--- src/ekpe_pkg.sv ---
// Shared types and constants for the encoder knob parameter editor.
// No dependencies.
package ekpe_pkg;

	localparam int VALUE_W    = 20;
	localparam int STEP_W     = 10;
	localparam int IDX_W      = 2;
	localparam int OUT_VALUES = 4;

	localparam logic MODE_TICK = 1'b0;
	localparam logic MODE_LOAD = 1'b1;

	localparam logic [IDX_W-1:0] STEP_HUNDREDTH = 2'd0;
	localparam logic [IDX_W-1:0] STEP_TENTH     = 2'd1;
	localparam logic [IDX_W-1:0] STEP_UNIT      = 2'd2;
	localparam logic [IDX_W-1:0] STEP_TEN       = 2'd3;

	typedef struct packed {
		logic               mode;
		logic               enc_a;
		logic               enc_b;
		logic               enc_switch;
		logic               menu_button;
		logic [IDX_W-1:0]   load_index;
		logic [VALUE_W-1:0] load_value;
	} ekpe_item_t;

	typedef struct packed {
		logic [IDX_W-1:0]                      selected_index;
		logic [IDX_W-1:0]                      step_index;
		logic [VALUE_W-1:0]                    selected_value;
		logic [OUT_VALUES-1:0][VALUE_W-1:0]    values;
		logic                                  adjusted;
	} ekpe_result_t;

	// step size in hundredths
	function automatic logic [STEP_W-1:0] step_size(input logic [IDX_W-1:0] sel);
		logic [STEP_W-1:0] s;
		unique case (sel)
			STEP_HUNDREDTH: s = 10'd1;
			STEP_TENTH:     s = 10'd10;
			STEP_UNIT:      s = 10'd100;
			STEP_TEN:       s = 10'd1000;
			default:        s = 10'd1;
		endcase
		return s;
	endfunction

endpackage

--- src/ekpe_in_reg.sv ---
// Input register: holds one accepted transaction until the update stage takes it.
// Depends on ekpe_pkg.
module ekpe_in_reg
	import ekpe_pkg::*;
(
	input  logic       clk,
	input  logic       arst_n,
	input  logic       take,
	input  logic       advance,
	input  ekpe_item_t item_in,
	output logic       valid_s1,
	output ekpe_item_t item_s1
);

	always_ff @(posedge clk or negedge arst_n) begin
		if (!arst_n) begin
			valid_s1 <= 1'b0;
		end else if (take) begin
			valid_s1 <= 1'b1;
		end else if (advance) begin
			valid_s1 <= 1'b0;
		end
	end

	always_ff @(posedge clk) begin
		if (take) begin
			item_s1 <= item_in;
		end
	end

endmodule

--- src/ekpe_update.sv ---
// Edge detection, menu/step state and the stored value file with clamped adjust and direct loads.
// Depends on ekpe_pkg.
module ekpe_update
	import ekpe_pkg::*;
#(
	parameter int NUM_VALUES = 4
) (
	input  logic         clk,
	input  logic         arst_n,
	input  logic         fire,
	input  ekpe_item_t   item,
	output ekpe_result_t result
);

	localparam int MIDX_W = $clog2(NUM_VALUES);

	logic [VALUE_W-1:0] vals_q [NUM_VALUES];
	logic [VALUE_W-1:0] vals_d [NUM_VALUES];
	logic [MIDX_W-1:0]  menu_q, menu_d;
	logic [IDX_W-1:0]   step_q, step_d;
	logic               sw_prev_q, sw_prev_d;
	logic               btn_prev_q, btn_prev_d;
	logic               a_prev_q, a_prev_d;
	logic               load_ok;
	logic [VALUE_W-1:0] old_val, new_val;
	logic [VALUE_W:0]   sum;
	logic [STEP_W-1:0]  step_amt;
	logic               adjusted;

	assign load_ok = 32'(item.load_index) < 32'(NUM_VALUES);

	always_comb begin
		vals_d     = vals_q;
		menu_d     = menu_q;
		step_d     = step_q;
		sw_prev_d  = sw_prev_q;
		btn_prev_d = btn_prev_q;
		a_prev_d   = a_prev_q;
		old_val    = '0;
		new_val    = '0;
		sum        = '0;
		step_amt   = '0;
		adjusted   = 1'b0;
		if (item.mode == MODE_LOAD) begin
			if (load_ok) begin
				vals_d[MIDX_W'(item.load_index)] = item.load_value;
			end
		end else begin
			if (!item.enc_switch && sw_prev_q) begin
				step_d = step_d + 1'b1;
			end
			sw_prev_d = item.enc_switch;
			if (!item.menu_button && btn_prev_q) begin
				step_d = STEP_HUNDREDTH;
				menu_d = (menu_q == MIDX_W'(NUM_VALUES - 1)) ? '0 : menu_q + 1'b1;
			end
			btn_prev_d = item.menu_button;
			if (item.enc_a && !a_prev_q) begin
				old_val  = vals_q[menu_d];
				step_amt = step_size(step_d);
				if (item.enc_b != item.enc_a) begin
					new_val = (old_val > VALUE_W'(step_amt)) ?
						old_val - VALUE_W'(step_amt) : '0;
				end else begin
					sum     = {1'b0, old_val} + (VALUE_W+1)'(step_amt);
					new_val = sum[VALUE_W] ? '1 : sum[VALUE_W-1:0];
				end
				adjusted       = new_val != old_val;
				vals_d[menu_d] = new_val;
			end
			a_prev_d = item.enc_a;
		end
	end

	always_ff @(posedge clk or negedge arst_n) begin
		if (!arst_n) begin
			for (int i = 0; i < NUM_VALUES; i++) begin
				vals_q[i] <= '0;
			end
			menu_q     <= '0;
			step_q     <= STEP_HUNDREDTH;
			sw_prev_q  <= 1'b1;
			btn_prev_q <= 1'b1;
			a_prev_q   <= 1'b0;
		end else if (fire) begin
			vals_q     <= vals_d;
			menu_q     <= menu_d;
			step_q     <= step_d;
			sw_prev_q  <= sw_prev_d;
			btn_prev_q <= btn_prev_d;
			a_prev_q   <= a_prev_d;
		end
	end

	assign result.selected_index = IDX_W'(menu_d);
	assign result.step_index     = step_d;
	assign result.selected_value = vals_d[menu_d];
	assign result.adjusted       = (item.mode == MODE_TICK) && adjusted;

	for (genvar g = 0; g < OUT_VALUES; g++) begin : g_tap
		if (g < NUM_VALUES) begin : g_real
			assign result.values[g] = vals_d[g];
		end else begin : g_none
			assign result.values[g] = '0;
		end
	end

endmodule

--- src/ekpe_out_reg.sv ---
// Result register: holds one result until the receiver takes it.
// Depends on ekpe_pkg.
module ekpe_out_reg
	import ekpe_pkg::*;
(
	input  logic         clk,
	input  logic         arst_n,
	input  logic         fire,
	input  logic         taken,
	input  ekpe_result_t result,
	output logic         valid_q,
	output ekpe_result_t result_q
);

	always_ff @(posedge clk or negedge arst_n) begin
		if (!arst_n) begin
			valid_q <= 1'b0;
		end else if (fire) begin
			valid_q <= 1'b1;
		end else if (taken) begin
			valid_q <= 1'b0;
		end
	end

	always_ff @(posedge clk) begin
		if (fire) begin
			result_q <= result;
		end
	end

endmodule

--- src/encoder_knob_parameter_editor.sv ---
// Encoder knob parameter editor: top level.
// An accepted transaction waits in the input register until fire registers its result.
// Throughput: one transaction per cycle unless the output stalls, set by the single update stage and its state.
// Reset (arst_n low, asynchronous): values, menu and step cleared, button history high.
// Depends on ekpe_pkg, ekpe_in_reg, ekpe_update, ekpe_out_reg.
module encoder_knob_parameter_editor
	import ekpe_pkg::*;
#(
	parameter int NUM_VALUES = 4
) (
	input  logic               clk,
	input  logic               arst_n,
	input  logic               in_valid,
	output logic               in_stall,
	input  logic               mode,
	input  logic               enc_a,
	input  logic               enc_b,
	input  logic               enc_switch,
	input  logic               menu_button,
	input  logic [IDX_W-1:0]   load_index,
	input  logic [VALUE_W-1:0] load_value,
	output logic               out_valid,
	input  logic               out_stall,
	output logic [IDX_W-1:0]   selected_index,
	output logic [IDX_W-1:0]   step_index,
	output logic [VALUE_W-1:0] selected_value,
	output logic [VALUE_W-1:0] value_zero,
	output logic [VALUE_W-1:0] value_one,
	output logic [VALUE_W-1:0] value_two,
	output logic [VALUE_W-1:0] value_three,
	output logic               adjusted
);

	ekpe_item_t   item_in, item_s1;
	ekpe_result_t result, result_q;
	logic         valid_s1, advance, take, fire, taken;

	assign item_in = '{mode: mode, enc_a: enc_a, enc_b: enc_b, enc_switch: enc_switch,
		menu_button: menu_button, load_index: load_index, load_value: load_value};

	assign advance  = !out_valid || !out_stall;
	assign in_stall = valid_s1 && !advance;
	assign take     = in_valid && !in_stall;
	assign fire     = valid_s1 && advance;
	assign taken    = out_valid && !out_stall;

	ekpe_in_reg u_in_reg (
		.clk      (clk),
		.arst_n   (arst_n),
		.take     (take),
		.advance  (advance),
		.item_in  (item_in),
		.valid_s1 (valid_s1),
		.item_s1  (item_s1)
	);

	ekpe_update #(
		.NUM_VALUES (NUM_VALUES)
	) u_update (
		.clk    (clk),
		.arst_n (arst_n),
		.fire   (fire),
		.item   (item_s1),
		.result (result)
	);

	ekpe_out_reg u_out_reg (
		.clk      (clk),
		.arst_n   (arst_n),
		.fire     (fire),
		.taken    (taken),
		.result   (result),
		.valid_q  (out_valid),
		.result_q (result_q)
	);

	assign selected_index = result_q.selected_index;
	assign step_index     = result_q.step_index;
	assign selected_value = result_q.selected_value;
	assign value_zero     = result_q.values[0];
	assign value_one      = result_q.values[1];
	assign value_two      = result_q.values[2];
	assign value_three    = result_q.values[3];
	assign adjusted       = result_q.adjusted;

	a_fire_gives_result: assert property (@(posedge clk) disable iff (!arst_n)
		fire |=> out_valid)
		else $error("result register empty after a transaction left stage one");

	a_stall_needs_full_s1: assert property (@(posedge clk) disable iff (!arst_n)
		in_stall |-> valid_s1 && out_valid && out_stall)
		else $error("input stalled without a blocked pipeline");

	a_drain_when_idle: assert property (@(posedge clk) disable iff (!arst_n)
		taken && !fire |=> !out_valid)
		else $error("result register still valid after drain");

	a_adjust_only_on_tick: assert property (@(posedge clk) disable iff (!arst_n)
		fire && item_s1.mode == MODE_LOAD |-> !result.adjusted)
		else $error("load transaction flagged as adjusted");

endmodule
--- config.mk ---
export PLATFORM = sky130hd
export DESIGN_NAME = encoder_knob_parameter_editor
export DESIGN_NICKNAME = d
export VERILOG_FILES = /design/src/ekpe_pkg.sv /design/src/ekpe_in_reg.sv /design/src/ekpe_update.sv /design/src/ekpe_out_reg.sv /design/src/encoder_knob_parameter_editor.sv
export SDC_FILE = /design/constraint.sdc
export NUM_CORES = 1
export LEC_CHECK = 0
export BUFFER_PORTS_ARGS = -buffer_cell sky130_fd_sc_hd__buf_2
export CORE_MARGIN = 2
export CORE_UTILIZATION = 55
export CTS_BUF_LIST = sky130_fd_sc_hd__clkbuf_8
export DETAILED_ROUTE_END_ITERATION = 10
export PLACE_DENSITY = 0.75
export SYNTH_ARGS = -nofsm -noshare
export SYNTH_HDL_FRONTEND = slang
export SYNTH_SLANG_ARGS = --single-unit
--- constraint.sdc ---
create_clock -name clk -period 8.05 [get_ports clk]
set_clock_uncertainty 0.05 [all_clocks]
set_input_delay 0.805 -clock clk [delete_from_list [all_inputs] [get_ports clk]]
set_output_delay 0.805 -clock clk [all_outputs]
set_load 0.02 [all_outputs]
## After elaboration in Yosys (flattened, before gate mapping)

Index checks and enable logic that the tools add are counted.

- Register bits: 221
- Bits of input ports: 31
- Output and inout port bits: 107
- Logic and storage cells: 104

- Add/sub/neg operators: 4
- $lt $le $gt $ge: 6
- Equality and inequality tests: 6
- Multiplexer cells: 36
- Bitwise operators: 4
- Reduce and logical (&&, ||, !) cells: 22

Operator list:

| cell | number |
|---|---|
| $mux 20 | 11 |
| $bwmux 80 | 2 |
| $mux 80 | 2 |
| $bmux 20 s2 | 2 |
| $demux 20 s2 | 2 |
| $pmux 10 s4 | 1 |
| $add 20x10->21 | 1 |
| $gt 20x10->1 | 1 |
| $mux 10 | 2 |
| $ne 20x20->1 | 1 |
| $sub 20x10->20 | 1 |
| $mux 2 | 8 |
| $logic_and 1x1->1 | 10 |
| $ge 3x3->1 const B | 3 |
| $not 2->3 | 3 |
| $logic_not 1->1 | 7 |
| $eq 2x2->1 const B | 3 |
| $lt 3x1->1 const B | 2 |
| $mux 1 | 6 |
| $add 2x1->2 const B | 2 |
| $reduce_bool 2->1 | 2 |
| $eq 2x1->1 const B | 1 |
| $logic_not 2->1 | 1 |
| $reduce_and 2->1 | 1 |
| 3 further kinds | 3 |

## Depth between registers and ports, before layout

Gate-level depths: netlist of the first run.

- Word-level depth: 20
- Depth in mapped cells: 23
- Depth with buffers taken out: 20

## By module

From an unflattened synthesis of the first run, not the netlist that was laid out.

- Cells, all modules: 1210
- Area total of the unflattened synthesis: 12728.5 um^2

Modules (own cells, without submodules):

| module | times used | cells each | area each (um^2) | sequential area each (um^2) |
|---|---|---|---|---|
| ekpe_update | 1 | 1067 | 8653.3 | 2179.6 |
| ekpe_out_reg | 1 | 108 | 3189.3 | 3178.0 |
| ekpe_in_reg | 1 | 30 | 847.1 | 835.8 |
| encoder_knob_parameter_editor | 1 | 5 | 38.8 | 0.0 |

## Worst setup path after synthesis of the first run

Ideal clock, no wire load.

- Kind: reg2reg
- Start: reg u_update.menu_q[1]
- End: reg u_out_reg.result_q[0] (netlist name)
- Setup time: 259 ps
- Data arrival time: 6100 ps
- Required time: 7741 ps
- Slack: 1641 ps
- Stages on the path, launching flop included: 23
- Buffers on the path: 4
- Clock period less this slack: 6409 ps
- Cells stage by stage: dfrtp_1 ha_1 or4b_4 o21ai_4 buf_4 clkbuf_1 buf_1 nand2_1 and3_1 a31oi_1 ha_1 nor2b_1 o21a_1 or2_2 a221oi_1 o21ai_1 or3_1 buf_6 a21oi_4 xnor2_1 or4_1 or4_1 o31a_1

RTL lines:

| item | RTL line | text |
|---|---|---|
| from (decl) | ekpe_update.sv:19 | `logic [MIDX_W-1:0] menu_q, menu_d;` |
| from (signal assigned) | ekpe_update.sv:87 | `menu_q <= menu_d;` |

==> results.toml, run 1 <==
[routing]
drt_iter0_drc = 1480
route.final.wire_length_microns = 43200
remaining_drc_errors = 0
route.detailed.wl_per_inst_microns = 22.3
num_vias = 12347
vias_per_cell = 6.36
firstDrtPassIters = 6
detail-route-antenna-nets = 0

[pwr]
p_total_mw = 6.75
vdd.ir_drop.worst_uv = 234
leakagePower_nw = 6.61
power_per_cell_area_nw_per_um2 = 445

[sta]
max_freq_mhz = 135
timing.setup.tns_ns = 0
final-max-slew-violation-count = 0
worst-slew-pin-transition_ns = 1.14
final-setup-viol-count = 0
slew_headroom_pct = 23.8
min_period_over_period_pct = 92.2
period_minus_slack_ns = 7.42
finalHoldViolations = 0
rsz0062_at_grt = "false"

[worst_setup_path]
path_cells = "ha_1, nor4b_4, a21oi_4, nand2_1, and3_1, a31oi_1, ha_1, a2111oi_0, inv_1, a21oi_1, a21boi_1, or3_4, o21ai_0, xor2_1, or4_1, or4_1, o31a_1"
critPathKind = "flop to flop"
largest_stage_delay_on_the_critical_path_ns = 0.87
critical-path-slowest-cell = "sky130_fd_sc_hd__a21oi_4"
reg2reg_depth = 17
worst-endpoint-arrival_ns = 7.67
startpoint_type = "flop"
timing.critical_path.fanout_max = 37
critPathCaptureType = "flop"
timing.critical_path.required_ns = 8.30

[cells_and_area]
final_common_cell = "sky130_fd_sc_hd__nand2_1"
finalInstanceArea_sq_um = 15200
nets = 1639
area_growth_pct = 12.4
layout.cells.most_common_list = "286 x sky130_fd_sc_hd__nand2_1, 136 x sky130_fd_sc_hd__buf_2, 132 x sky130_fd_sc_hd__edfxtp_1, 98 x sky130_fd_sc_hd__o21ai_0, 96 x sky130_fd_sc_hd__inv_1"
utilization_pct = 62.7
layout-drive-gt1-share_pct = 17.7
finish.cell_count_without_fillers = 1942
fillCellCount = 2015
insertedDiodeCount = 0

[synth]
synth_edf_count = 132
synth_net_count = 1532
synthCells = 1480
yosysSeqAreaShare_pct = 45.9
synth_async_sr_flop_share_pct = 40.3
post_synth_main_area_contributors = "sky130_fd_sc_hd__edfxtp_1 29%, sky130_fd_sc_hd__dfrtp_1 16%, sky130_fd_sc_hd__nand2_1 8.0%"
yosysTopAreaCell = "sky130_fd_sc_hd__edfxtp_1"
yosys_register_bits = 221
post_synth.cell_area_avg_sq_um = 9.11
mapped_area_sq_um = 13500
post_synth_num_cell_types = 88
synth.top_cell.area_share_pct = 29.4
yosys_most_used_dff = "sky130_fd_sc_hd__edfxtp_1"
yosysWarnings = 0

[floorplanning]
die_x_microns = 161
initial_utilization_pct = 55.8
floorplan.die.height_microns = 161
io_pins = 138
die_area_sq_um = 25800
count_of_standard_cell_rows = 57
core_area_sq_um = 24200

[clock_network]
ctsHoldBuffers = 0
worst_skew_pair.late_latency_ns = 0.56
clk_pin_slew_ns = 0.06
cts_post_setup_buffers_inserted = 0
ctsRootBufferMaster = "sky130_fd_sc_hd__clkbuf_8"
clock_path_buffers = 3
cts_tree = "yes"
cts.repair.resized = 0
numCtsBuffers = 39
htree_levels = 2
clock_sink_count = 221

[placed_design]
hpwl_microns = 29800
place_congestion = 0.991
placed_area_sq_um = 14400
port_buffers = 137
dp.cells = 1870

[grt]
first_global_vias = 11581
maximum_number_of_pins_on_one_net_before_global_route_repair = 103
global_route_wire_length_before_repair_microns = 66500
overflow = 0
gr-usage-all-layers_pct = 33.2
antenna_found_initial = 1

[outcome]
status = "finished clean"

[job]
maxCapViolCount = 0

[min_path]
min_path_type = "input port to async pin"
==> power by group <==
group          switching, mW  internal, mW  total [mW]
registers              0.284          1.59        1.87
clock network          0.473         0.517       0.990
logic                   2.58          1.31        3.89
total                   3.34          3.41        6.75
==> per-layer routing <==
| layer | global-route usage [%] | up-vias | share of wire (%) |
|---|---|---|---|
| li1 | - | 5593 | - |
| met1 | 44.3 | 5844 | 39 |
| met4 | 14.4 | 0 | 4.4 |
| met2 | 53.9 | 760 | 47 |
| met5 | 0 | - | 0 |
| met3 | 5.53 | 150 | 9.5 |
==> state kept, by name (all words and copies together) (netlist names) <==
signal and cells:
u_in_reg.valid_s1 1, u_update.a_prev_q 1, u_out_reg.valid_q 1, u_update.vals_q 80
u_update.btn_prev_q 1, u_update.step_q 2, u_out_reg.result_q 105, u_update.sw_prev_q 1
u_update.menu_q 2, u_in_reg.item_s1 27
==> Yosys cell counts, types with 15 or more instances <==
master / count
sky130_fd_sc_hd__o211ai_1: 28
sky130_fd_sc_hd__ha_1: 19
sky130_fd_sc_hd__a221oi_1: 17
sky130_fd_sc_hd__mux2i_1: 30
sky130_fd_sc_hd__a31oi_1: 15
sky130_fd_sc_hd__edfxtp_1: 132
sky130_fd_sc_hd__mux2_2: 23
sky130_fd_sc_hd__nand3_1: 26
sky130_fd_sc_hd__clkbuf_1: 78
sky130_fd_sc_hd__and3_1: 31
sky130_fd_sc_hd__nor2_1: 95
sky130_fd_sc_hd__o21ai_0: 98
sky130_fd_sc_hd__nor3_1: 30
sky130_fd_sc_hd__a211oi_1: 50
sky130_fd_sc_hd__inv_1: 84
sky130_fd_sc_hd__dfrtp_1: 87
sky130_fd_sc_hd__a21oi_1: 91
sky130_fd_sc_hd__xor2_1: 15
sky130_fd_sc_hd__nand2_1: 287
==> cell families (layout without fill, tap and decap cells) <==
family | after synthesis | in the layout | share of synthesized area (%)
fa+ha+maj | 21 | 21 | 2.06
flops | 221 | 221 | 45.9
xor+xnor | 27 | 27 | 1.75
compound gates | 421 | 421 | 21.2
mux | 62 | 62 | 5.48
buf+inv | 187 | 325 | 5.52
simple gates | 541 | 541 | 18.0
==> final timing paths <==
check                                              to  slack (ns)                start
worst max-delay path            u_out_reg.result_q[0]        0.63   u_update.menu_q[0]
max in group asynchronous         u_update.vals_q[38]        6.48               arst_n
min in group clk                  u_in_reg.item_s1[1]        0.37        load_value[1]
worst max register to register  u_out_reg.result_q[0]        0.63   u_update.menu_q[0]
worst min-delay path              u_update.vals_q[77]        0.11               arst_n
worst min register to register    u_update.vals_q[19]        0.45  u_update.vals_q[19]
==> worst max-delay path: cells and delay by family, from the launching register on <==
family | cells | cell delay (ns)
flip-flops | 1 | 0.73
AND/OR/NAND/NOR | 6 | 1.71
buffers and inverters | 1 | 0.09
adder cells (fa/ha/maj) | 2 | 0.84
AO/OA/AOI/OAI | 7 | 3.48
XOR/XNOR | 1 | 0.25
==> area by class of cell <==
class	instances	area (sq um)	area share [%]
Sequential cell	221	6190	40.9
Timing Repair Buffer	165	898	5.93
Clock inverter	30	158	1.04
Clock buffer	42	578	3.81
Inverter	88	335	2.21
Multi-Input combinational cell	1072	6590	43.5
Tap cell	324	405	2.67
==> per-stage QoR <==
| step | hold slack [ns] | worst slack, ns |
|---|---|---|
| floorplan | 0.400 | 1.64 |
| global placement | 0.422 | 1.11 |
| detailed placement | 0.442 | 0.774 |
| CTS | 0.0948 | 0.755 |
| global route | 0.112 | 0.158 |
| finish | 0.105 | 0.632 |
No activity file was read; power rests on OpenSTA's default activity.
==> run 2, diff against run 1 <==
Settings changed: ABC_CLOCK_PERIOD_IN_PS set to 8050, CORE_UTILIZATION 55 to 40, PLACE_DENSITY 0.75 to not set.
==> results.toml, run 2 (synthesis gave the netlist of run 1 again) <==
[floorplanning]
floorplan.die.height_microns = 188
initial_utilization_pct = 40.4
io_pins = 138
core_area_sq_um = 33400
die_area_sq_um = 35200
count_of_standard_cell_rows = 67
die_x_microns = 188

[sta]
period_minus_slack_ns = 7.28
timing.setup.tns_ns = 0
final-setup-viol-count = 0
min_period_over_period_pct = 90.5
rsz0062_at_grt = "false"
fin_ws_ns = 0.766
finalHoldViolations = 0
max_freq_mhz = 137
slew_headroom_pct = 20.1
final-max-slew-violation-count = 0
worst-slew-pin-transition_ns = 1.19

[worst_setup_path]
timing.critical_path.required_ns = 8.31
reg2reg_from = "u_update.menu_q[0]"
reg2reg_to = "u_out_reg.result_q[0]"
worst-endpoint-arrival_ns = 7.55
critPathCaptureType = "flop"
timing.critical_path.fanout_max = 37
critPathKind = "flop to flop"
startpoint_type = "flop"
reg2reg_depth = 18
reg2reg_slack_ns = 0.77

[cells_and_area]
largest_register_ff_count = 105
nets = 1642
regMostFlops = "u_out_reg.result_q"
finish.cell_count_without_fillers = 2069
reg.largest.list = "u_out_reg.result_q (105), u_update.vals_q (80), u_in_reg.item_s1 (27)"
area_growth_pct = 14.2
final_common_cell = "sky130_fd_sc_hd__nand2_1"
insertedDiodeCount = 0
finalInstanceArea_sq_um = 15400
layout.cells.most_common_list = "286 x sky130_fd_sc_hd__nand2_1, 136 x sky130_fd_sc_hd__buf_2, 132 x sky130_fd_sc_hd__edfxtp_1, 98 x sky130_fd_sc_hd__o21ai_0, 95 x sky130_fd_sc_hd__inv_1"
layout-drive-gt1-share_pct = 18.0

[routing]
detail-route-antenna-nets = 0
wl_met1_microns = 19600
drt_iter0_drc = 1203
route.final.wire_length_microns = 46100
firstDrtPassIters = 5
met3RoutedLength_microns = 3380
remaining_drc_errors = 0
route.detailed.wl_per_inst_microns = 22.3
vias_per_cell = 5.92
dr.max_layer_used = "met4"
num_vias = 12251
routed-wl-met2_microns = 21500

[pwr]
p_total_mw = 6.89
leakagePower_nw = 6.63
power_per_cell_area_nw_per_um2 = 447
vdd.ir_drop.worst_uv = 197

[grt]
antenna_found_initial = 1
maximum_number_of_pins_on_one_net_before_global_route_repair = 98
global_route_wire_length_before_repair_microns = 70700
gr-usage-all-layers_pct = 26.0
first_global_vias = 11681
overflow = 0

[placed_design]
dp.cells = 1997
place_congestion = 0.955
place_worst_setup_slack_ns = 0.852
hpwl_microns = 32400
placed_area_sq_um = 14600
port_buffers = 137

[clock_network]
cts_post_setup_buffers_inserted = 0
ctsRootBufferMaster = "sky130_fd_sc_hd__clkbuf_8"
worst_skew_pair.late_latency_ns = 0.56
cts.repair.resized = 0
cts_tree = "yes"
clock_sink_count = 221
numCtsBuffers = 39
htree_levels = 2
clk_pin_slew_ns = 0.07
clock_path_buffers = 3
ctsHoldBuffers = 0

[min_path]
min_path_type = "input port to async pin"

[outcome]
status = "finished clean"

[job]
maxCapViolCount = 0
[run 2: cell types whose count changed in the layout (fill, tap and decap cells not counted), sizes merged]
cell	before	now
inv	99	98
buf	165	168
clkinv	17	16
clkinvlp	1	3
clkbuf	42	39
bufinv	1	4
[run 2: final cells by class]
type                    instances  area (sq um)
repair buffers                168           921
well taps                     448           561
flip-flops and latches        221          6190
clock buffers                  39           537
clock inverters                33           246
fillers                      3301         18000
inverters                      88           335
multi-input cells            1072          6600
[run 2: where the power goes]
group | switching (mW) | total (mW) | internal (mW)
clock network | 0.480 | 1.06 | 0.584
registers | 0.290 | 1.88 | 1.59
logic | 2.61 | 3.94 | 1.33
[run 2: how the worst max path moves through the flow]
stage,from,endpoint,cells after the start
2_1_floorplan,u_update.menu_q[1],u_out_reg.result_q[0],22
6_report,u_update.menu_q[0],u_out_reg.result_q[0],18
4_1_cts,u_update.menu_q[0],u_out_reg.result_q[0],18
5_1_grt,u_update.menu_q[0],u_out_reg.result_q[0],19
3_3_place_gp,u_update.menu_q[0],u_out_reg.result_q[0],18
3_5_place_dp,u_update.menu_q[0],u_out_reg.result_q[0],18
[run 2: per-layer routing]
layer	GRT usage [%]	up-vias
met5	0	-
met4	9.99	0
met3	3.54	111
met2	42.3	609
met1	35.3	5932
li1	-	5599
[run 2: worst max-delay path, cell delays in order, from the launching register on]
cell and delay (ns):
sky130_fd_sc_hd__dfrtp_1 0.74, sky130_fd_sc_hd__ha_1 0.39, sky130_fd_sc_hd__nor4b_4 0.12, sky130_fd_sc_hd__a21oi_4 0.87, sky130_fd_sc_hd__nand2_1 0.10, sky130_fd_sc_hd__and3_1 0.20, sky130_fd_sc_hd__a31oi_1 0.41, sky130_fd_sc_hd__ha_1 0.40
sky130_fd_sc_hd__nor2b_1 0.16, sky130_fd_sc_hd__o21a_1 0.17, sky130_fd_sc_hd__or2_2 0.29, sky130_fd_sc_hd__a221oi_1 0.61, sky130_fd_sc_hd__o21ai_1 0.28, sky130_fd_sc_hd__or3_1 0.57, sky130_fd_sc_hd__a21oi_4 0.27, sky130_fd_sc_hd__xnor2_1 0.10
sky130_fd_sc_hd__or4_1 0.52, sky130_fd_sc_hd__or4_1 0.52, sky130_fd_sc_hd__o31a_1 0.25
[run 2: stage by stage]
step           util, %  hold slack [ns]
2_1_floorplan        -            0.400
3_3_place_gp      43.8            0.415
3_5_place_dp      43.8            0.433
4_1_cts           46.1            0.143
5_1_grt           46.1            0.174
6_report          46.1            0.159
